## src/rtl/cht_pkg.sv

```systemverilog
// Shared constants, codes and controller/datapath interface types of the hash table unit.
`timescale 1ns / 1ps

package cht_pkg;

    // Table geometry
    localparam int BUCKETS = 1024;
    localparam int ENTRIES = 4096;

    // Field widths
    localparam int KEY_W   = 31;
    localparam int IDX_W   = 13;
    localparam int CFG_W   = 11;
    localparam int FUNC_W  = 2;

    // Derived widths
    localparam int BKT_AW  = $clog2(BUCKETS);
    localparam int N_W     = BKT_AW + 1;
    localparam int ENT_AW  = $clog2(ENTRIES);
    localparam int STEP_W  = $clog2(ENTRIES + 1);
    localparam int BIT_W   = $clog2(KEY_W);
    localparam int EKEY_W  = KEY_W + 1;

    // Stream packing
    localparam int IN_DATA_W  = ((KEY_W + IDX_W + 7) / 8) * 8;
    localparam int OUT_DATA_W = ((1 + IDX_W + 7) / 8) * 8;

    // Removed mark in the key store: all ones never equals a stored key
    localparam logic [EKEY_W-1:0] REMOVED_KEY = '1;

    // Operation codes
    typedef enum logic [FUNC_W-1:0] {
        FUNC_PUT    = 2'd0,
        FUNC_GET    = 2'd1,
        FUNC_REMOVE = 2'd2,
        FUNC_CLEAR  = 2'd3
    } t_func;

    // Which value the pending result takes
    typedef enum logic [1:0] {
        RES_ZERO = 2'd0,
        RES_PUT  = 2'd1,
        RES_HIT  = 2'd2
    } t_res_kind;

    // Commands from the controller to the datapath
    typedef struct packed {
        logic      start;
        logic      clr_wr;
        logic      mod_step;
        logic      head_rd;
        logic      head_wr_put;
        logic      ent_wr_put;
        logic      key_rm;
        logic      cur_from_head;
        logic      ent_rd;
        logic      cur_from_link;
        logic      res_set;
        t_res_kind res_kind;
        logic      res_load;
    } t_cmd;

    // Status from the datapath to the controller
    typedef struct packed {
        t_func func;
        logic  slot_ok;
        logic  clr_last;
        logic  mod_done;
        logic  cur_ok;
        logic  steps_max;
        logic  key_match;
        logic  out_free;
    } t_sts;

endpackage

```

## src/rtl/cht_ctrl.sv

```systemverilog
// Controller of the hash table unit: sequences clearing, modulo, head access and chain walk.
`timescale 1ns / 1ps

module cht_ctrl
    import cht_pkg::*;
(
    input  logic i_clk,
    input  logic i_rst_n,
    input  t_sts i_sts,
    output t_cmd o_cmd,
    input  logic s_axis_tvalid,
    output logic s_axis_tready
);

    typedef enum logic [3:0] {
        S_INIT,
        S_IDLE,
        S_DISPATCH,
        S_CLEAR,
        S_MOD,
        S_HEAD,
        S_HEAD_W,
        S_WALK,
        S_CHECK,
        S_DONE
    } t_state;

    t_state r_state;

    assign s_axis_tready = (r_state == S_IDLE);

    // Command decode
    always_comb begin
        o_cmd          = '0;
        o_cmd.res_kind = RES_ZERO;
        case (r_state)
            S_INIT: begin
                o_cmd.clr_wr = 1'b1;
            end
            S_IDLE: begin
                o_cmd.start = s_axis_tvalid;
            end
            S_DISPATCH: begin
                if (i_sts.func == FUNC_PUT && !i_sts.slot_ok) begin
                    o_cmd.res_set = 1'b1;
                end
            end
            S_CLEAR: begin
                o_cmd.clr_wr  = 1'b1;
                o_cmd.res_set = i_sts.clr_last;
            end
            S_MOD: begin
                o_cmd.mod_step = 1'b1;
            end
            S_HEAD: begin
                o_cmd.head_rd = 1'b1;
            end
            S_HEAD_W: begin
                if (i_sts.func == FUNC_PUT) begin
                    o_cmd.ent_wr_put  = 1'b1;
                    o_cmd.head_wr_put = 1'b1;
                    o_cmd.res_set     = 1'b1;
                    o_cmd.res_kind    = RES_PUT;
                end else begin
                    o_cmd.cur_from_head = 1'b1;
                end
            end
            S_WALK: begin
                if (!i_sts.cur_ok || i_sts.steps_max) begin
                    o_cmd.res_set = 1'b1;
                end else begin
                    o_cmd.ent_rd = 1'b1;
                end
            end
            S_CHECK: begin
                if (i_sts.key_match) begin
                    o_cmd.res_set  = 1'b1;
                    o_cmd.res_kind = RES_HIT;
                    o_cmd.key_rm   = (i_sts.func == FUNC_REMOVE);
                end else begin
                    o_cmd.cur_from_link = 1'b1;
                end
            end
            S_DONE: begin
                o_cmd.res_load = i_sts.out_free;
            end
            default: begin
                o_cmd = '0;
            end
        endcase
    end

    // State register
    always_ff @(posedge i_clk) begin
        if (!i_rst_n) begin
            r_state <= S_INIT;
        end else begin
            case (r_state)
                S_INIT: begin
                    if (i_sts.clr_last) r_state <= S_IDLE;
                end
                S_IDLE: begin
                    if (s_axis_tvalid) r_state <= S_DISPATCH;
                end
                S_DISPATCH: begin
                    if (i_sts.func == FUNC_CLEAR) begin
                        r_state <= S_CLEAR;
                    end else if (i_sts.func == FUNC_PUT && !i_sts.slot_ok) begin
                        r_state <= S_DONE;
                    end else begin
                        r_state <= S_MOD;
                    end
                end
                S_CLEAR: begin
                    if (i_sts.clr_last) r_state <= S_DONE;
                end
                S_MOD: begin
                    if (i_sts.mod_done) r_state <= S_HEAD;
                end
                S_HEAD: begin
                    r_state <= S_HEAD_W;
                end
                S_HEAD_W: begin
                    r_state <= (i_sts.func == FUNC_PUT) ? S_DONE : S_WALK;
                end
                S_WALK: begin
                    if (!i_sts.cur_ok || i_sts.steps_max) begin
                        r_state <= S_DONE;
                    end else begin
                        r_state <= S_CHECK;
                    end
                end
                S_CHECK: begin
                    r_state <= i_sts.key_match ? S_DONE : S_WALK;
                end
                S_DONE: begin
                    if (i_sts.out_free) r_state <= S_IDLE;
                end
                default: begin
                    r_state <= S_IDLE;
                end
            endcase
        end
    end

    // An accepted request is always dispatched on the next cycle
    a_accept_dispatch: assert property (@(posedge i_clk) disable iff (!i_rst_n)
        (s_axis_tvalid && s_axis_tready) |=> (r_state == S_DISPATCH))
        else $error("accepted request not dispatched");

    // The head memory never sees two writers at once
    a_one_head_writer: assert property (@(posedge i_clk) disable iff (!i_rst_n)
        !(o_cmd.clr_wr && o_cmd.head_wr_put))
        else $error("clearing sweep and put write the head memory together");

    // The clearing sweep after reset is never left before its last bucket head is written
    a_init_exit: assert property (@(posedge i_clk) disable iff (!i_rst_n)
        (r_state == S_INIT && !i_sts.clr_last) |=> (r_state == S_INIT))
        else $error("clearing sweep left early");

endmodule

```

## config.mk

```make
export PLATFORM = sky130hd
export DESIGN_NAME = cht_ctrl
export DESIGN_NICKNAME = d
export VERILOG_FILES = /design/src/rtl/cht_pkg.sv /design/src/rtl/cht_ctrl.sv
export SDC_FILE = /design/constraint.sdc
export NUM_CORES = 1
export LEC_CHECK = 0
export BUFFER_PORTS_ARGS = -buffer_cell sky130_fd_sc_hd__buf_2
export CORE_MARGIN = 4
export CORE_UTILIZATION = 45
export CTS_CLUSTER_DIAMETER = 50
export CTS_CLUSTER_SIZE = 25
export DETAILED_ROUTE_END_ITERATION = 16
export GPL_TIMING_DRIVEN = 0
export PLACE_DENSITY = 0.83
export SLEW_MARGIN = 20
export SYNTH_ARGS = -nofsm -noshare
export SYNTH_HDL_FRONTEND = slang
export SYNTH_SLANG_ARGS = --single-unit
```

## constraint.sdc

```tcl
create_clock -name i_clk -period 1.6 [get_ports i_clk]
set_input_delay 0.24 -clock i_clk [delete_from_list [all_inputs] [get_ports i_clk]]
set_output_delay 0.24 -clock i_clk [all_outputs]
set_load 0.01 [all_outputs]
```

==> metrics, run 1 <==
HPWL after DPL 1230 um; CP Max Fanout 5; Site Rows 12; failing checks negative setup slack; Largest register FFs 4; Async SR Flop Fraction 0%; Via density 5.63; Die Y 44.3 um; biggest regs r_state x4; hold_buf cts 0; P&R area growth vs syn 51.4%; mapped cell area 592 um^2; fmax 604 MHz; critical-path cell list nor4b_4, buf_4, and2b_1, buf_2; status finished, violations left; Stages on worst setup path 4; unrepaired setup endpoints after global routing true; slack of the critical path -0.0563 ns; period utilization 104%; largest reg by FF count r_state; final std cells w/o fill 126; share of post-route cells with drive strength above 1 58.0%; Clock Skew 0.00460 ns; RD Place Congestion 0.881; # port buffers 26; Place WS -0.00443 ns; relative slew slack 76.2%; # fillers 96; syn_nets 85; Hold Slack 0.255 ns; Synth Flop Type dfxtp_1; Min-Delay Path Class in -> reg; io pins 27; Final min period 1.66 ns; H-tree Lvls 1; CTS tree built; leakage power 0.000446 uW; Crit-path slowest cell nor4b_4; vias in the first global route 655; antenna cells 0; DR pass1 iterations 4; wirelength, routed 1790 um; gr usage total 19.0%; crit end category primary output; Clock Latency Late Sink 0.24 ns; # nets final 126; Power Density 418 nW/um^2; Worst-path clk slew 0.04 ns; synthesis-stage register bit count 4; Initial Utilization 50.5%; EDFF count, synth 0; Core Area 1170 um^2; Initial DRC Count 21; CP arrival 1.42 ns; Die Span X 44.3 um; Final Cell Area 896 um^2; antenna violations before repair 0; clk buf depth 2; delay-heaviest family, CP simple AND/OR/NAND/NOR gates; crit start category flop; Yosys warnings 0; clk root buf clkbuf_4; Residual DRC 0; worst hold stages 3; pin count of the biggest net entering global routing 11; vias 710; DIE AREA 1960 um^2; VDD IR max 653 uV; CTS buffer count 3; DP Area 739 um^2; Crit path required time 1.36 ns; antenna-violating nets left 0; Hold Vio Cnt, Final 0; Setup violations, final 3; Seq/Total Area, Yosys 13.5%; distinct cell type count after synthesis 35; cell count after placement 113; max-cap check violation count 0; WL/cell 14.2 um; Syn Inst Count 73; WS Path Type reg -> out; grt total ovfl 0; CP max stage delay 0.38 ns; Num Clock Sinks 4; first-pass GRT wire length 2790 um; Reg2Reg Depth 6; Max Transition Viols Final 0; Avg Inst Size Synth 8.11 um^2; Slew @ Worst Pin 0.354 ns; Buf+Inv Stages, Crit Path 2
[routing by layer]
metal / vias to the layer above / routed length, um / share of wire [%] / GRT usage [%]
met4: 0 / 46 / 2.6 / 9.04
met3: 8 / 130 / 7.3 / 5.69
met5: - / 0 / 0 / 0
met1: 322 / 790 / 44 / 22.9
met2: 30 / 817 / 46 / 30.5
li1: 350 / - / - / -
[cells by family (layout without fill, tap and decap cells)]
group / after synthesis / in the layout / synth area share [%]
multiplexers: 1 / 1 / 1.90
flip-flops: 4 / 4 / 13.5
buffers and inverters: 13 / 52 / 15.9
AND/OR/NAND/NOR: 36 / 36 / 43.3
AO/OA/AOI/OAI: 19 / 19 / 25.4
[area by class of cell]
cell class	instances	area (um^2)	share of cell area [%]
plain buffers	5	48.8	5.45
clock buffers	3	22.5	2.51
inverters	6	22.5	2.51
multi-input cells	56	458	51.1
flip-flops and latches	4	87.6	9.78
well taps	14	17.5	1.96
repair buffers	38	239	26.7
[Yosys cell counts, drive strengths merged (2+ instances only)]
library cell | n | share of area (%)
dfxtp | 4 | 14
buf | 7 | 12
nor4 | 5 | 7.4
a21oi | 6 | 5.1
nor3b | 2 | 2.5
o21ai | 2 | 1.7
nand2 | 4 | 2.5
nor3 | 7 | 7.6
or3 | 2 | 2.1
nand2b | 6 | 8.0
a31oi | 2 | 2.1
nor2 | 4 | 2.5
inv | 6 | 3.8
[report_power, final]
part	switching [uW]	internal [uW]
clock network	45.5	84.2
logic	67.4	66.1
registers	6.78	104
total	120	255
[per-stage QoR]
stage | util (%) | setup TNS [ns] | power (uW)
after floorplan | - | 0 | 179
after global placement | 63.1 | 0 | 218
after detailed placement | 63.1 | -0.00443 | 221
after CTS | 71.8 | -0.173 | 361
after global routing | 76.5 | -0.545 | 399
final | 76.5 | -0.140 | 374
[cells in the final DEF (no fill, tap or decap), types with 2 or more instances in the layout]
cell type / instances
buf_6: 6
a31oi_1: 2
dfxtp_2: 3
nor4_1: 3
a21oi_1: 6
nand2b_1: 3
nor3_1: 4
buf_4: 14
nor2_1: 4
nand2b_4: 3
or3_1: 2
inv_1: 5
clkbuf_4: 3
nand2_1: 3
nor3_2: 3
buf_2: 23
[worst paths after layout]
check,from,slack [ns],end
setup / recovery,r_state[0]$_SDFFE_PN0P_,-0.06,o_cmd[4]
setup reg to reg,r_state[0]$_SDFFE_PN0P_,0.16,r_state[1]$_SDFFE_PN0P_
hold / removal,i_rst_n,0.26,r_state[2]$_SDFFE_PN0P_
hold reg to reg,r_state[2]$_SDFFE_PN0P_,0.75,r_state[1]$_SDFFE_PN0P_
[worst min-delay path, stage by stage]
cell and delay (ns):
buf_2 0.13, inv_1 0.05, a21oi_1 0.03
[timing repair]
action,4_1_cts,5_1_grt
setup buffers,7,5
setup endpoints to repair,9,10
gates resized for setup,9,7
pin swaps,6,4
No activity file was read; power rests on OpenSTA's default activity.
==> inputs of run 2 (changes only) <==
--- a/config.mk
+++ b/config.mk
@@ -14,3 +14,3 @@
 export GPL_TIMING_DRIVEN = 0
-export PLACE_DENSITY = 0.83
+export PLACE_DENSITY = 0.77
 export SLEW_MARGIN = 20
==> constraint.sdc (replaced) <==
create_clock -name i_clk -period 1.9 [get_ports i_clk]
set_input_delay 0.475 -clock i_clk [delete_from_list [all_inputs] [get_ports i_clk]]
set_output_delay 0.475 -clock i_clk [all_outputs]
set_load 0.01 [all_outputs]
==> metrics, run 2 (synthesis gave the netlist of run 1 again) <==
antenna-violating nets left 0 (unchanged); period utilization 100%; Final min period 1.90 ns; Hold Vio Cnt, Final 0 (unchanged); clk buf depth 2 (unchanged); CP arrival 1.43 ns (was 1.42 ns); Initial Utilization 50.5% (unchanged); commonest non-fill, non-tap cells in the layout buf_2 (22), buf_4 (17), inv_1 (6), a21oi_1 (6), buf_6 (5) (was buf_2 (23), buf_4 (14), buf_6 (6), a21oi_1 (6), inv_1 (5)); crit end category primary output (unchanged); # port buffers 26 (unchanged); max-cap check violation count 0 (unchanged); Setup violations, final 1 (was 3); Num Clock Sinks 4 (unchanged); Power Density 364 nW/um^2 (was 418 nW/um^2); Reg2Reg Depth 5 (was 6); first-pass GRT wire length 3480 um (was 2790 um); Die Y 44.3 um (unchanged); Place WS -0.0516 ns (was -0.00443 ns); Die Span X 44.3 um (unchanged); Largest register FFs 4 (unchanged); DR pass1 iterations 4 (unchanged); vias in the first global route 748 (was 655); P&R area growth vs syn 59.8% (was 51.4%); Worst-path clk slew 0.03 ns (was 0.04 ns); Final Cell Area 946 um^2 (was 896 um^2); setup TNS -0.00288 ns (was -0.140 ns); crit start category input port (was flop); VDD IR max 497 uV (was 653 uV); WL/cell 17.6 um (was 14.2 um); Residual DRC 0 (unchanged); RD Place Congestion 0.865 (was 0.881); H-tree Lvls 1 (unchanged); final core utilization 80.8% (was 76.5%); hold_buf cts 0 (unchanged); leakage power 0.000464 uW (was 0.000446 uW); Worst Min Path Start i_rst_n (unchanged); HPWL after DPL 1160 um (was 1230 um); Initial DRC Count 23 (was 21); # nets final 129 (was 126); CP Max Fanout 4 (was 5); unrepaired setup endpoints after global routing true (unchanged); Max Transition Viols Final 0 (unchanged); crit path from i_sts[8] (was r_state[0]$_SDFFE_PN0P_); slack of the critical path -0.00288 ns (was -0.0563 ns); Via density 5.78 (was 5.63); status finished, violations left (unchanged); antenna violations before repair 0 (unchanged); gr usage total 24.3% (was 19.0%); DP Area 739 um^2 (unchanged); Min-Delay Path Class in -> reg (unchanged); pin count of the biggest net entering global routing 11 (unchanged); CTS tree built (unchanged); Crit path required time 1.42 ns (was 1.36 ns); largest reg by FF count r_state (unchanged); Clock Skew 0.0143 ns (was 0.00460 ns); Reg2Reg Launch Point r_state[0]$_SDFFE_PN0P_ (unchanged); Site Rows 12 (unchanged); biggest regs r_state x4 (unchanged); wirelength, routed 2270 um (was 1790 um); clk root buf clkbuf_4 (unchanged); grt total ovfl 0 (unchanged); Core Area 1170 um^2 (unchanged); Clock Latency Late Sink 0.25 ns (was 0.24 ns); worst hold stages 3 (unchanged); io pins 27 (unchanged); vias 746 (was 710); failing checks negative setup slack (unchanged); commonest non-fill, non-tap cell in the layout buf_2 (unchanged); CTS buffer count 3 (unchanged); Slew @ Worst Pin 0.425 ns (was 0.354 ns); share of post-route cells with drive strength above 1 58.3% (was 58.0%); WS Path Type in -> out (was reg -> out); DIE AREA 1960 um^2 (unchanged); antenna cells 0 (unchanged); fmax 526 MHz; relative slew slack 71.3% (was 76.2%)
-- run 2: area by class of cell --
class                   count  area (um^2)
multi-input cells          56          467
repair buffers             41          277
fillers                    88          225
flip-flops and latches      4         87.6
plain buffers               5         52.6
clock buffers               3         22.5
inverters                   6         22.5
well taps                  14         17.5
-- run 2: worst max-delay path, cell delays in order --
cell      delay (ns)
buf_12          0.10
or3_4           0.40
nor3_4          0.17
o21bai_2        0.09
nand2_1         0.07
buf_2           0.12
-- run 2: power by group --
| group | internal [uW] | switching (uW) | leakage, uW | total [uW] |
|---|---|---|---|---|
| combinational | 69.9 | 67.8 | 0.000416 | 138 |
| clock | 71.1 | 42.1 | 0.0000138 | 113 |
| sequential | 87.8 | 5.63 | 0.0000346 | 93.5 |
| total | 229 | 116 | 0.000464 | 344 |
-- run 2: per-layer routing --
metal	wire, um	GRT usage, %	vias up
met4	34	6.63	0
li1	-	-	355
met3	207	6.91	5
met2	1120	42.7	42
met5	0	0	-
met1	911	28.5	344
-- run 2: final timing paths --
check	endpoint	slack [ns]
worst max-delay path	o_cmd[3]	-0.003
worst min-delay path	r_state[2]$_SDFFE_PN0P_	0.49
worst max register to register	r_state[3]$_SDFFE_PN0P_	0.39
worst min register to register	r_state[1]$_SDFFE_PN0P_	0.78
-- run 2: timing repair --
action                                  in CTS  in global routing
endpoints found under the setup margin       5                  6
gates resized for setup                     13                 12
setup buffers                                9                  6
pin swaps                                    3                  8
-- run 2: through the flow --
stage | hold slack [ns] | cells | total power, uW
floorplan | 0.584 | 73 | 150
global placement | 0.703 | 113 | 184
detailed placement | 0.731 | 113 | 185
CTS | 0.485 | 125 | 314
global route | 0.498 | 129 | 364
finish | 0.491 | 129 | 344
==> inputs of run 3 (changes only) <==
SETUP_SLACK_MARGIN = 0.15   (was default)
==> metrics, run 3 (synthesis gave the netlist of run 1 again) <==
status finished, violations left (unchanged); failing checks negative setup slack (unchanged); max-cap check violation count 0 (unchanged); Die Y 44.3 um (unchanged); clk root buf clkbuf_4 (unchanged); DR pass1 iterations 4 (unchanged); Max Transition Viols Final 0 (unchanged); CTS tree built (unchanged); leakage power 0.000520 uW (was 0.000464 uW); commonest non-fill, non-tap cell in the layout buf_2 (unchanged); period utilization 106% (was 100%); crit path from i_sts[8] (unchanged); DIE AREA 1960 um^2 (unchanged); Buf+Inv Stages, Crit Path 2 (unchanged); Clock Latency Late Sink 0.25 ns (about the same); H-tree Lvls 1 (unchanged); Crit path required time 1.42 ns (about the same); wirelength, routed 2660 um (was 2270 um); CP max stage delay 0.43 ns (was 0.40 ns); Largest register FFs 4 (unchanged); antenna cells 0 (unchanged); setup TNS -0.246 ns (was -0.00288 ns); pin count of the biggest net entering global routing 11 (unchanged); Site Rows 12 (unchanged); hold_buf cts 0 (unchanged); delay-heaviest family, CP simple AND/OR/NAND/NOR gates (unchanged); Core Area 1170 um^2 (unchanged); Initial DRC Count 43 (was 23); antenna violations before repair 0 (unchanged); grt total ovfl 0 (unchanged); CP Max Fanout 7 (was 4); Slew @ Worst Pin 0.385 ns (was 0.425 ns); P&R area growth vs syn 85.2% (was 59.8%); WS Path Type in -> out (unchanged); Setup violations, final 4 (was 1); crit end category primary output (unchanged); Residual DRC 0 (unchanged); fmax 495 MHz (was 526 MHz); Worst Min Path Start i_rst_n (unchanged); Final Cell Area 1100 um^2 (was 946 um^2); Initial Utilization 50.5% (unchanged); CTS buffer count 3 (unchanged); WL/cell 20.0 um (was 17.6 um); unrepaired setup endpoints after global routing true (unchanged); crit start category input port (unchanged); Pwr Total 348 uW (was 344 uW); io pins 27 (unchanged); first-pass GRT wire length 2910 um (was 3480 um); Worst-path clk slew 0.04 ns (was 0.03 ns); VDD IR max 447 uV (was 497 uV); vias 841 (was 746); clk buf depth 2 (unchanged); biggest regs r_state x4 (unchanged); vias in the first global route 638 (was 748); largest reg by FF count r_state (unchanged); CP arrival 1.55 ns (was 1.43 ns); # fillers 39 (was 88); HPWL after DPL 1210 um (was 1160 um); Reg2Reg Launch Point r_state[3]$_SDFFE_PN0P_ (was r_state[0]$_SDFFE_PN0P_); RD Place Congestion 0.854 (was 0.865); Num Clock Sinks 4 (unchanged); commonest non-fill, non-tap cells in the layout buf_2 (21), buf_6 (14), buf_4 (11) (was buf_2 (22), buf_4 (17), inv_1 (6), a21oi_1 (6), buf_6 (5)); slack of the critical path -0.121 ns (was -0.00288 ns); gr usage total 20.1% (was 24.3%); Via density 6.32 (was 5.78); Clock Skew 0.0113 ns (was 0.0143 ns); Crit-path slowest cell or3_1 (was or3_4); Hold Vio Cnt, Final 0 (unchanged); Die Span X 44.3 um (unchanged); relative slew slack 74.1% (was 71.3%); Min-Delay Path Class in -> reg (unchanged); share of post-route cells with drive strength above 1 69.7% (was 58.3%); antenna-violating nets left 0 (unchanged); Final min period 2.02 ns (was 1.90 ns); Power Density 317 nW/um^2 (was 364 nW/um^2); # port buffers 26 (unchanged); # nets final 133 (was 129); DP Area 748 um^2 (was 739 um^2); critical-path cell list buf_2, or3_1, nor3_2, o21bai_2, nand2_1, buf_6 (was buf_12, or3_4, nor3_4, o21bai_2, nand2_1, buf_2)
[run 3: cell types whose count changed in the layout (fill, tap and decap cells not counted), sizes merged]
cell,previous run,this run
buf,46,49
clkbuf,3,4
[run 3: layer usage]
metal / track usage (%) / vias to the layer above / routed length, um
li1: - / 367 / -
met1: 25.1 / 370 / 941
met2: 32.0 / 84 / 1240
met3: 8.94 / 20 / 349
met4: 3.61 / 0 / 121
met5: 0 / - / 0
[run 3: layout make-up]
type	instances	area [um^2]	area share, %
multi-input cells	56	526	47.9
repair buffers	43	333	30.4
flip-flops and latches	4	90.1	8.22
plain buffers	7	82.6	7.53
inverters	6	25.0	2.28
clock buffers	3	22.5	2.05
well taps	14	17.5	1.60
[run 3: worst reg2reg max path, stage by stage (launching register included)]
cell and delay [ns]:
dfxtp_2 0.30, buf_6 0.12, nand2b_4 0.14, buf_8 0.13
buf_4 0.13, buf_6 0.11, buf_4 0.14, a2111oi_4 0.32
a21oi_2 0.10, a21oi_2 0.16
[run 3: final timing paths]
check | end | slack [ns] | cells past startpoint
worst max-delay path | o_cmd[3] | -0.12 | 6
worst max register to register | r_state[2]$_SDFFE_PN0P_ | 0.16 | 9
worst min-delay path | r_state[0]$_SDFFE_PN0P_ | 0.49 | 3
worst min register to register | r_state[0]$_SDFFE_PN0P_ | 0.77 | 4
[run 3: metrics by stage]
step	utilization (%)	worst slack, ns	cells	hold slack [ns]
4_1_cts	72.9	-0.0824	121	0.475
3_3_place_gp	63.9	-0.0634	113	0.708
5_1_grt	93.6	-0.171	133	0.478
6_report	93.6	-0.121	133	0.494
3_5_place_dp	63.9	-0.0651	113	0.681
2_1_floorplan	-	0.219	73	0.584
[run 3: repair_timing]
item | CTS | global route
buffers inserted | 5 | 11
cloned | 0 | 1
pin swaps | 5 | 10
gates resized for setup | 13 | 30
setup endpoints to repair | 14 | 13
endpoints found under the hold margin | 0 | 0
[run 3: power breakdown]
group	internal (uW)	switching (uW)	leakage, uW
clock	71.0	40.0	0.0000138
sequential	86.7	6.07	0.0000349
combinational	67.0	76.9	0.000472
